$ cat src/rtl/core/rpn_pkg.sv
// Shared constants for the RPN stack evaluator: defaults, token codes and status codes.
`timescale 1ns / 1ps

package rpn_pkg;

    localparam int RPN_STACK_DEPTH   = 16;
    localparam int RPN_FRACTION_BITS = 16;

    localparam int CMD_W = 3;
    localparam int ST_W  = 3;
    localparam int NUM_W = 32;

    localparam logic [CMD_W-1:0] CMD_PUSH = 3'd0;
    localparam logic [CMD_W-1:0] CMD_ADD  = 3'd1;
    localparam logic [CMD_W-1:0] CMD_SUB  = 3'd2;
    localparam logic [CMD_W-1:0] CMD_MUL  = 3'd3;
    localparam logic [CMD_W-1:0] CMD_DIV  = 3'd4;
    localparam logic [CMD_W-1:0] CMD_END  = 3'd5;

    localparam logic [ST_W-1:0] ST_OK        = 3'd0;
    localparam logic [ST_W-1:0] ST_OVERFLOW  = 3'd1;
    localparam logic [ST_W-1:0] ST_UNDERFLOW = 3'd2;
    localparam logic [ST_W-1:0] ST_DIVZERO   = 3'd3;
    localparam logic [ST_W-1:0] ST_INVALID   = 3'd4;
    localparam logic [ST_W-1:0] ST_TOOFEW    = 3'd5;
    localparam logic [ST_W-1:0] ST_TOOMANY   = 3'd6;

endpackage

$ cat src/rtl/core/rpn_ram.sv
// Generic single-port-write, single-port-read RAM with a registered read.
`timescale 1ns / 1ps

module rpn_ram #(
    parameter int WIDTH = 32,
    parameter int DEPTH = 16,
    localparam int AW   = (DEPTH > 1) ? $clog2(DEPTH) : 1
) (
    input  logic             aclk,
    input  logic             we,
    input  logic [AW-1:0]    waddr,
    input  logic [WIDTH-1:0] wdata,
    input  logic [AW-1:0]    raddr,
    output logic [WIDTH-1:0] rdata
);

    logic [WIDTH-1:0] mem_reg [DEPTH];
    logic [WIDTH-1:0] rdata_reg;

    always_ff @(posedge aclk) begin
        if (we) begin
            mem_reg[waddr] <= wdata;
        end
        rdata_reg <= mem_reg[raddr];
    end

    assign rdata = rdata_reg;

endmodule

$ cat src/rtl/core/rpn_stack_evaluator.sv
// RPN evaluator over pre-split tokens: push/add/sub/end/error results are registered in S_EXEC, multiply
// in S_MUL, divide via setup, range check (S_DIVCHK), 33 quotient bits (S_DIV) and sign fix-up (S_DIVFIN).
// One item at a time: the next item is taken only once the result is registered and the state is idle,
// and only while the output register is empty or its result is being taken (m_tready).
// Stack entries live in a RAM (one read, one write port); the top entry is also kept in a register.
// Reset (aresetn low, synchronous) empties the stack and clears the error latch; RAM is not cleared.
`timescale 1ns / 1ps

module rpn_stack_evaluator
    import rpn_pkg::*;
#(
    parameter int STACK_DEPTH   = RPN_STACK_DEPTH,
    parameter int FRACTION_BITS = RPN_FRACTION_BITS
) (
    input  logic        aclk,
    input  logic        aresetn,
    input  logic        s_tvalid,
    output logic        s_tready,
    input  logic [31:0] s_tdata,   // [31:0] operand
    input  logic [2:0]  s_tuser,   // [2:0] cmd
    output logic        m_tvalid,
    input  logic        m_tready,
    output logic [39:0] m_tdata,   // [2:0] status, [34:3] top_value, [39:35] zero
    output logic        m_tlast    // done_res
);

    localparam int AW    = $clog2(STACK_DEPTH);
    localparam int CW    = $clog2(STACK_DEPTH + 1);
    localparam int QB    = 33;                       // quotient bits developed by the divider
    localparam int DVW   = QB + FRACTION_BITS + 1;
    localparam int CNTW  = $clog2(QB + 1);

    localparam logic signed [63:0] MAX64 = 64'sh0000_0000_7FFF_FFFF;
    localparam logic signed [63:0] MIN64 = -64'sh0000_0000_8000_0000;
    localparam logic [NUM_W-1:0] MAX32 = 32'h7FFF_FFFF;
    localparam logic [NUM_W-1:0] MIN32 = 32'h8000_0000;

    typedef enum logic [2:0] {
        S_IDLE,
        S_EXEC,
        S_MUL,
        S_DIVCHK,
        S_DIV,
        S_DIVFIN
    } state_t;

    state_t            state_reg, state_next;
    logic [CW-1:0]     count_reg, count_next;
    logic [ST_W-1:0]   err_reg, err_next;
    logic [NUM_W-1:0]  top_reg, top_next;
    logic [CMD_W-1:0]  cmd_reg, cmd_next;
    logic [NUM_W-1:0]  opnd_reg, opnd_next;
    logic signed [63:0] prod_reg, prod_next;
    logic [DVW-1:0]    dvd_reg, dvd_next;
    logic [NUM_W-1:0]  rem_reg, rem_next;
    logic [NUM_W-1:0]  bmag_reg, bmag_next;
    logic              neg_reg, neg_next;
    logic [QB-1:0]     q_reg, q_next;
    logic [CNTW-1:0]   cnt_reg, cnt_next;
    logic              m_tvalid_reg, m_tvalid_next;
    logic [ST_W-1:0]   m_status_reg, m_status_next;
    logic [NUM_W-1:0]  m_value_reg, m_value_next;
    logic              m_last_reg, m_last_next;

    logic              ram_we;
    logic [AW-1:0]     ram_waddr;
    logic [NUM_W-1:0]  ram_wdata;
    logic [AW-1:0]     ram_raddr;
    logic [NUM_W-1:0]  ram_rdata;

    logic [CW-1:0]     count_m2;
    logic [NUM_W-1:0]  top_or_zero;
    logic              accept;

    // Writes land before the next item's read is issued, so no forwarding.
    rpn_ram #(
        .WIDTH (NUM_W),
        .DEPTH (STACK_DEPTH)
    ) u_ram (
        .aclk  (aclk),
        .we    (ram_we),
        .waddr (ram_waddr),
        .wdata (ram_wdata),
        .raddr (ram_raddr),
        .rdata (ram_rdata)
    );

    assign count_m2    = CW'(count_reg - CW'(2));
    assign ram_raddr   = count_m2[AW-1:0];   // entry below the top, read during accept
    assign top_or_zero = (count_reg == '0) ? '0 : top_reg;

    assign s_tready = (state_reg == S_IDLE) && (!m_tvalid_reg || m_tready);
    assign accept   = s_tvalid && s_tready;

    assign m_tvalid = m_tvalid_reg;
    assign m_tdata  = {5'd0, m_value_reg, m_status_reg};
    assign m_tlast  = m_last_reg;

    always_comb begin
        logic              out_fire;
        logic [ST_W-1:0]   out_status;
        logic [NUM_W-1:0]  out_value;
        logic              out_last;
        logic              op_done;
        logic [NUM_W-1:0]  op_val;
        logic [32:0]       sum33;
        logic signed [63:0] sh;
        logic [NUM_W-1:0]  amag;
        logic [NUM_W-1:0]  rzero;
        logic [32:0]       rem_sh;
        logic [32:0]       rem_sub;

        state_next    = state_reg;
        count_next    = count_reg;
        err_next      = err_reg;
        top_next      = top_reg;
        cmd_next      = cmd_reg;
        opnd_next     = opnd_reg;
        prod_next     = prod_reg;
        dvd_next      = dvd_reg;
        rem_next      = rem_reg;
        bmag_next     = bmag_reg;
        neg_next      = neg_reg;
        q_next        = q_reg;
        cnt_next      = cnt_reg;
        m_tvalid_next = m_tvalid_reg;
        m_status_next = m_status_reg;
        m_value_next  = m_value_reg;
        m_last_next   = m_last_reg;

        ram_we     = 1'b0;
        ram_waddr  = count_reg[AW-1:0];
        ram_wdata  = opnd_reg;

        out_fire   = 1'b0;
        out_status = err_reg;
        out_value  = top_or_zero;
        out_last   = 1'b0;
        op_done    = 1'b0;
        op_val     = '0;
        sum33      = '0;
        sh         = '0;
        amag       = '0;
        rzero      = '0;
        rem_sh     = '0;
        rem_sub    = '0;

        if (m_tvalid_reg && m_tready) begin
            m_tvalid_next = 1'b0;
        end

        unique case (state_reg)
            S_IDLE: begin
                if (accept) begin
                    cmd_next   = s_tuser;
                    opnd_next  = s_tdata;
                    state_next = S_EXEC;
                end
            end
            S_EXEC: begin
                if (cmd_reg == CMD_END) begin
                    out_fire = 1'b1;
                    out_last = 1'b1;
                    out_value = '0;
                    if (err_reg != ST_OK) begin
                        out_status = err_reg;
                    end else if (count_reg == '0) begin
                        out_status = ST_TOOFEW;
                    end else if (count_reg > CW'(1)) begin
                        out_status = ST_TOOMANY;
                    end else begin
                        out_status = ST_OK;
                        out_value  = top_reg;
                    end
                    count_next = '0;
                    err_next   = ST_OK;
                end else if (err_reg != ST_OK) begin
                    out_fire = 1'b1;   // latched error: token has no effect
                end else begin
                    case (cmd_reg)
                        CMD_PUSH: begin
                            out_fire = 1'b1;
                            if (count_reg == CW'(STACK_DEPTH)) begin
                                err_next   = ST_OVERFLOW;
                                out_status = ST_OVERFLOW;
                            end else begin
                                ram_we     = 1'b1;
                                ram_waddr  = count_reg[AW-1:0];
                                ram_wdata  = opnd_reg;
                                top_next   = opnd_reg;
                                count_next = CW'(count_reg + CW'(1));
                                out_status = ST_OK;
                                out_value  = opnd_reg;
                            end
                        end
                        CMD_ADD, CMD_SUB, CMD_MUL, CMD_DIV: begin
                            if (count_reg < CW'(2)) begin
                                out_fire   = 1'b1;
                                err_next   = ST_UNDERFLOW;
                                out_status = ST_UNDERFLOW;
                            end else if (cmd_reg == CMD_ADD || cmd_reg == CMD_SUB) begin
                                if (cmd_reg == CMD_ADD) begin
                                    sum33 = {ram_rdata[31], ram_rdata} + {top_reg[31], top_reg};
                                end else begin
                                    sum33 = {ram_rdata[31], ram_rdata} - {top_reg[31], top_reg};
                                end
                                op_done = 1'b1;
                                if (sum33[32] != sum33[31]) begin
                                    op_val = sum33[32] ? MIN32 : MAX32;
                                end else begin
                                    op_val = sum33[31:0];
                                end
                            end else if (cmd_reg == CMD_MUL) begin
                                prod_next  = $signed(ram_rdata) * $signed(top_reg);
                                state_next = S_MUL;
                            end else if (top_reg == '0) begin
                                out_fire   = 1'b1;
                                err_next   = ST_DIVZERO;
                                out_status = ST_DIVZERO;
                            end else begin
                                amag       = ram_rdata[31] ? NUM_W'(-ram_rdata) : ram_rdata;
                                bmag_next  = top_reg[31] ? NUM_W'(-top_reg) : top_reg;
                                neg_next   = ram_rdata[31] ^ top_reg[31];
                                dvd_next   = DVW'(amag) << FRACTION_BITS;
                                state_next = S_DIVCHK;
                            end
                        end
                        default: begin
                            out_fire   = 1'b1;
                            err_next   = ST_INVALID;
                            out_status = ST_INVALID;
                        end
                    endcase
                end
            end
            S_MUL: begin
                sh      = prod_reg >>> FRACTION_BITS;   // floor toward minus infinity
                op_done = 1'b1;
                if (sh > MAX64) begin
                    op_val = MAX32;
                end else if (sh < MIN64) begin
                    op_val = MIN32;
                end else begin
                    op_val = sh[31:0];
                end
            end
            S_DIVCHK: begin
                // high part of the dividend at or above the divisor: quotient needs > 33 bits
                rzero = NUM_W'(dvd_reg[DVW-1:QB]);
                if (rzero >= bmag_reg) begin
                    op_done = 1'b1;
                    op_val  = neg_reg ? MIN32 : MAX32;
                end else begin
                    rem_next   = rzero;
                    q_next     = '0;
                    cnt_next   = CNTW'(QB);
                    state_next = S_DIV;
                end
            end
            S_DIV: begin
                rem_sh  = {rem_reg, dvd_reg[QB-1]};
                rem_sub = rem_sh - {1'b0, bmag_reg};
                dvd_next = dvd_reg << 1;
                if (rem_sh >= {1'b0, bmag_reg}) begin
                    rem_next = rem_sub[31:0];
                    q_next   = {q_reg[QB-2:0], 1'b1};
                end else begin
                    rem_next = rem_sh[31:0];
                    q_next   = {q_reg[QB-2:0], 1'b0};
                end
                cnt_next = CNTW'(cnt_reg - CNTW'(1));
                if (cnt_reg == CNTW'(1)) begin
                    state_next = S_DIVFIN;
                end
            end
            S_DIVFIN: begin
                op_done = 1'b1;
                if (!neg_reg && (q_reg[32] || q_reg[31])) begin
                    op_val = MAX32;
                end else if (neg_reg && (q_reg[32] || (q_reg[31] && |q_reg[30:0]))) begin
                    op_val = MIN32;
                end else if (neg_reg) begin
                    op_val = NUM_W'(-q_reg);
                end else begin
                    op_val = q_reg[31:0];
                end
            end
            default: begin
                state_next = S_IDLE;
            end
        endcase

        // binary op retires: replace the two top entries with the result
        if (op_done) begin
            ram_we     = 1'b1;
            ram_waddr  = count_m2[AW-1:0];
            ram_wdata  = op_val;
            top_next   = op_val;
            count_next = CW'(count_reg - CW'(1));
            out_fire   = 1'b1;
            out_status = ST_OK;
            out_value  = op_val;
        end

        if (out_fire) begin
            m_tvalid_next = 1'b1;
            m_status_next = out_status;
            m_value_next  = out_value;
            m_last_next   = out_last;
            state_next    = S_IDLE;
        end
    end

    always_ff @(posedge aclk) begin
        top_reg      <= top_next;
        cmd_reg      <= cmd_next;
        opnd_reg     <= opnd_next;
        prod_reg     <= prod_next;
        dvd_reg      <= dvd_next;
        rem_reg      <= rem_next;
        bmag_reg     <= bmag_next;
        neg_reg      <= neg_next;
        q_reg        <= q_next;
        cnt_reg      <= cnt_next;
        m_status_reg <= m_status_next;
        m_value_reg  <= m_value_next;
        m_last_reg   <= m_last_next;
        if (!aresetn) begin
            state_reg    <= S_IDLE;
            count_reg    <= '0;
            err_reg      <= ST_OK;
            m_tvalid_reg <= 1'b0;
        end else begin
            state_reg    <= state_next;
            count_reg    <= count_next;
            err_reg      <= err_next;
            m_tvalid_reg <= m_tvalid_next;
        end
    end

`ifndef NO_ASSERTIONS
    a_count_range: assert property (@(posedge aclk) disable iff (!aresetn)
        count_reg <= CW'(STACK_DEPTH))
        else $error("stack count beyond depth");

    a_end_clears: assert property (@(posedge aclk) disable iff (!aresetn)
        (m_tvalid && m_tlast) |-> (count_reg == '0 && err_reg == ST_OK))
        else $error("end item left stack or error latch set");

    a_status_latch: assert property (@(posedge aclk) disable iff (!aresetn)
        (m_tvalid && !m_tlast) |-> (m_tdata[2:0] == err_reg))
        else $error("token status differs from error latch");

    a_end_err_zero: assert property (@(posedge aclk) disable iff (!aresetn)
        (m_tvalid && m_tlast && m_tdata[2:0] != ST_OK) |-> (m_tdata[34:3] == '0))
        else $error("failed end item carries nonzero value");
`endif

endmodule

$ cat config.mk
export PLATFORM = sky130hd
export DESIGN_NAME = rpn_stack_evaluator
export DESIGN_NICKNAME = d
export VERILOG_FILES = /design/src/rtl/core/rpn_pkg.sv /design/src/rtl/core/rpn_ram.sv /design/src/rtl/core/rpn_stack_evaluator.sv
export SDC_FILE = /design/constraint.sdc
export NUM_CORES = 2
export LEC_CHECK = 0
export ABC_CLOCK_PERIOD_IN_PS = 10200
export BUFFER_PORTS_ARGS = -buffer_cell sky130_fd_sc_hd__buf_2
export CAP_MARGIN = 30
export CORE_UTILIZATION = 60
export DETAILED_ROUTE_END_ITERATION = 16
export MAX_ROUTING_LAYER = met4
export PLACE_DENSITY = 0.76
export SETUP_SLACK_MARGIN = 0.3
export SLEW_MARGIN = 20
export SYNTH_ARGS = -nofsm -noshare
export SYNTH_HDL_FRONTEND = slang
export SYNTH_HIERARCHICAL = 1
export SYNTH_SLANG_ARGS = --single-unit
$ cat constraint.sdc
create_clock -name aclk -period 10.2 [get_ports aclk]
set_input_delay 1.02 -clock aclk [delete_from_list [all_inputs] [get_ports aclk]]
set_output_delay 1.02 -clock aclk [all_outputs]
set_load 0.1 [all_outputs]
==> results.cfg <==
[clocking]
cts_made_buffers = 88
cts_setup_buffers = 0
cts_tree = built
clk_path_buf_depth = 3
worstSkewPairLatency_ns = 0.75
clock_sinks = 845
cts-root-buf = clkbuf_16
cts_hold_buf = 0
ctsHtreeMaxLevel = 3
path_clk_slew_ns = 0.06
cts_resized = 0

[routing]
post_drt_wl_per_cell_um = 26.6
post_drt_via_cell_ratio = 6.17
postRouteAntennaNets = 0
totalWireLength_mm = 221
dr.pass1.iters = 6
drt_iter0_markers = 5638
num_vias = 51200
drc_errors = 0

[sta]
fin_tns_setup_ns = 0
min_period_over_period_pct = 89.2
fmax_mhz = 110
final.min_clock_period_ns = 9.09
max_slew_margin_pct = 26.2
hold_viol_final = 0
worst_pin_slew_ns = 1.10
finClkSkew_ns = 0.0488
setup_viol = 0
finalMaxSlewViolations = 0
rsz0062_at_grt = false

[die]
die_x_um = 355
start_util_pct = 60.4
io_pins = 82
dieArea_mm2 = 0.126
coreArea_mm2 = 0.124
rows = 129
die_h_um = 355

[global_route]
grt_overflow_total = 0
antenna_found_initial = 9
grtUsageTotal_pct = 37.2
grt_pass1_wl_mm = 334
grt_start_max_net_pins = 77
first_global_vias = 53900

[worst_setup_path]
cp_common_cell = fa_1
slowest_stage = dfxtp_1
worstSetupPathType = flop to flop
cp_max_fo = 22
crit_family = adder cells
endpoint_kind = flop
cp_cell_sequence = buf_4, and2_1, fa_1, inv_1, fa_1, fa_1, fa_1, inv_1, fa_1, fa_1, fa_1, fa_1, ha_1, o21ai_0, o21bai_1, nor2b_1, o31ai_1, buf_4, o311ai_0, a2111oi_0, o211ai_1, a31o_2, nand2b_1, xor2_1
worst_r2r_endpoint = prod_reg[62]$_DFFE_PP_
cp_data_required_time_ns = 10.66
worstPathArrival_ns = 9.55
regToRegSetupSlack_ns = 1.11
r2r-start = u_ram/rdata[14]$_DFF_P_
cpPeakStageDelay_ns = 0.92
startpoint_type = flop
rr_worst_depth = 24
crit_buf_inv = 4

[min_path]
hp-start = s_tdata[14]
hold_path_class = input pin to flop
holdPathEnd = opnd_reg[14]$_DFFE_PP_
hold_depth = 1

[logic_synthesis]
ys_ff_latch = 845
syn_area_mm2 = 0.0747
synth_warnings = 6
synthFlopType = edfxtp_1
synth_fa_ha_area_share_pct = 33.6
avgSynthCellArea_um2 = 11.3
synth_mux_area_share_pct = 3.95
yosysSeqAreaShare_pct = 33.4
synthCells = 6632
synth_cell_type_count = 89
synthSimpleGateAreaFrac_pct = 12.5
synth-async-reset-ratio_pct = 0
synth_edf_count = 801
synth_top_family_by_area = adder cells
synth-xor-area-share_pct = 2.77
synth_compound_area_share_pct = 6.63

[finish]
layout_common_cells = fa_1, inv_1, edfxtp_1
area_growth_pct = 7.57
final_common_cell = fa_1
largest_reg_flops = 512
fin_nets = 7989
n_fill_cell = 9304
drive_above_1_share_pct = 8.90

[placement]
dpl.hpwl_mm = 163
finalWeightedCongestion = 1.03
port_buffers = 76

[run_status]
status = finished, final reports clean

[flow_run]
cap_violations = 0
-- area by class of cell --
class	count	area, um2	area share, %
clock inverter	48	563	0.701
inverter	1020	3830	4.77
multi-input combinational	4382	44600	55.6
sequential	845	24900	31.0
clock buffer	113	2370	2.95
tap	1637	2050	2.55
antenna	5	12.5	0.0156
timing repair buffer	257	1950	2.42
-- per-stage QoR --
| step | hold slack [ns] | instances | setup WS (ns) | util, % | instance area (um2) |
|---|---|---|---|---|---|
| 2_1_floorplan | 0.465 | 6636 | 2.25 | - | 74700 |
| 3_3_place_gp | 0.502 | 8108 | 1.22 | 62.3 | 77000 |
| 3_5_place_dp | 0.516 | 8127 | 1.22 | 62.4 | 77200 |
| 4_1_cts | 0.407 | 8288 | 1.18 | 64.8 | 80100 |
| 5_1_grt | 0.443 | 8304 | 0.786 | 65.0 | 80300 |
| 6_report | 0.455 | 8307 | 1.11 | 65.0 | 80400 |
-- worst max path at each step --
stage	cells past startpoint	end	startpoint	slack [ns]
after floorplan	28	prod_reg[63]$_DFFE_PP_	top_reg[8]$_DFFE_PP_	2.25
after global placement	23	prod_reg[63]$_DFFE_PP_	top_reg[6]$_DFFE_PP_	1.22
after detailed placement	22	prod_reg[63]$_DFFE_PP_	top_reg[2]$_DFFE_PP_	1.22
after CTS	23	prod_reg[62]$_DFFE_PP_	u_ram/rdata[24]$_DFF_P_	1.18
after global routing	24	prod_reg[63]$_DFFE_PP_	u_ram/rdata[14]$_DFF_P_	0.79
final	24	prod_reg[62]$_DFFE_PP_	u_ram/rdata[14]$_DFF_P_	1.11
-- cell usage after synthesis, types with 6 or more instances --
| library cell | instances | area [um2] |
|---|---|---|
| a31oi_1 | 29 | 181 |
| and3_1 | 14 | 87.6 |
| nor2_1 | 177 | 664 |
| buf_4 | 14 | 105 |
| buf_1 | 45 | 169 |
| fa_1 | 1083 | 21700 |
| nand4_1 | 38 | 238 |
| nand3b_1 | 9 | 67.6 |
| xnor2_1 | 152 | 1330 |
| o221ai_1 | 11 | 96.3 |
| or2_2 | 7 | 43.8 |
| o21ai_0 | 175 | 876 |
| edfxtp_1 | 801 | 24100 |
| ha_1 | 273 | 3420 |
| o31ai_1 | 38 | 285 |
| nand2b_1 | 39 | 244 |
| nand2_1 | 787 | 2950 |
| a211o_1 | 6 | 52.6 |
| o41ai_1 | 10 | 87.6 |
| mux4_2 | 128 | 2880 |
| a21o_1 | 58 | 435 |
| clkbuf_1 | 312 | 1170 |
| a21oi_1 | 197 | 986 |
| o211ai_1 | 24 | 180 |
| buf_2 | 17 | 85.1 |
| o21a_1 | 31 | 233 |
| nor3_1 | 50 | 250 |
| a22oi_1 | 75 | 563 |
| and2_1 | 547 | 3420 |
| a211oi_1 | 24 | 180 |
| dfxtp_1 | 44 | 881 |
| nor4_1 | 16 | 100 |
| or4_1 | 17 | 128 |
| o21ai_1 | 12 | 60.1 |
| inv_1 | 1019 | 3820 |
| mux2i_1 | 7 | 70.1 |
| nor2b_1 | 34 | 213 |
| nand3_1 | 93 | 465 |
| o22ai_1 | 10 | 62.6 |
| o21bai_1 | 12 | 90.1 |
| or3_1 | 24 | 150 |
| xor2_1 | 81 | 709 |
-- cell families after synthesis --
logic type,Yosys count
flops,845
buf+inv,1409
compound gates,771
xor+xnor,234
fa+ha+maj,1356
simple gates,1881
other cells,1
mux,135
-- per-layer routing --
metal	vias to the layer above	routed length, um	global-route usage [%]
li1	21500	-	-
met1	26200	81400	47.5
met2	2861	102000	56.4
met3	644	24000	8.15
met4	0	13100	19.1
met5	-	0	-
Power is left out: the tool's default activity adds up to more than one toggle a clock period on the data nets, which glitch-free logic cannot reach.
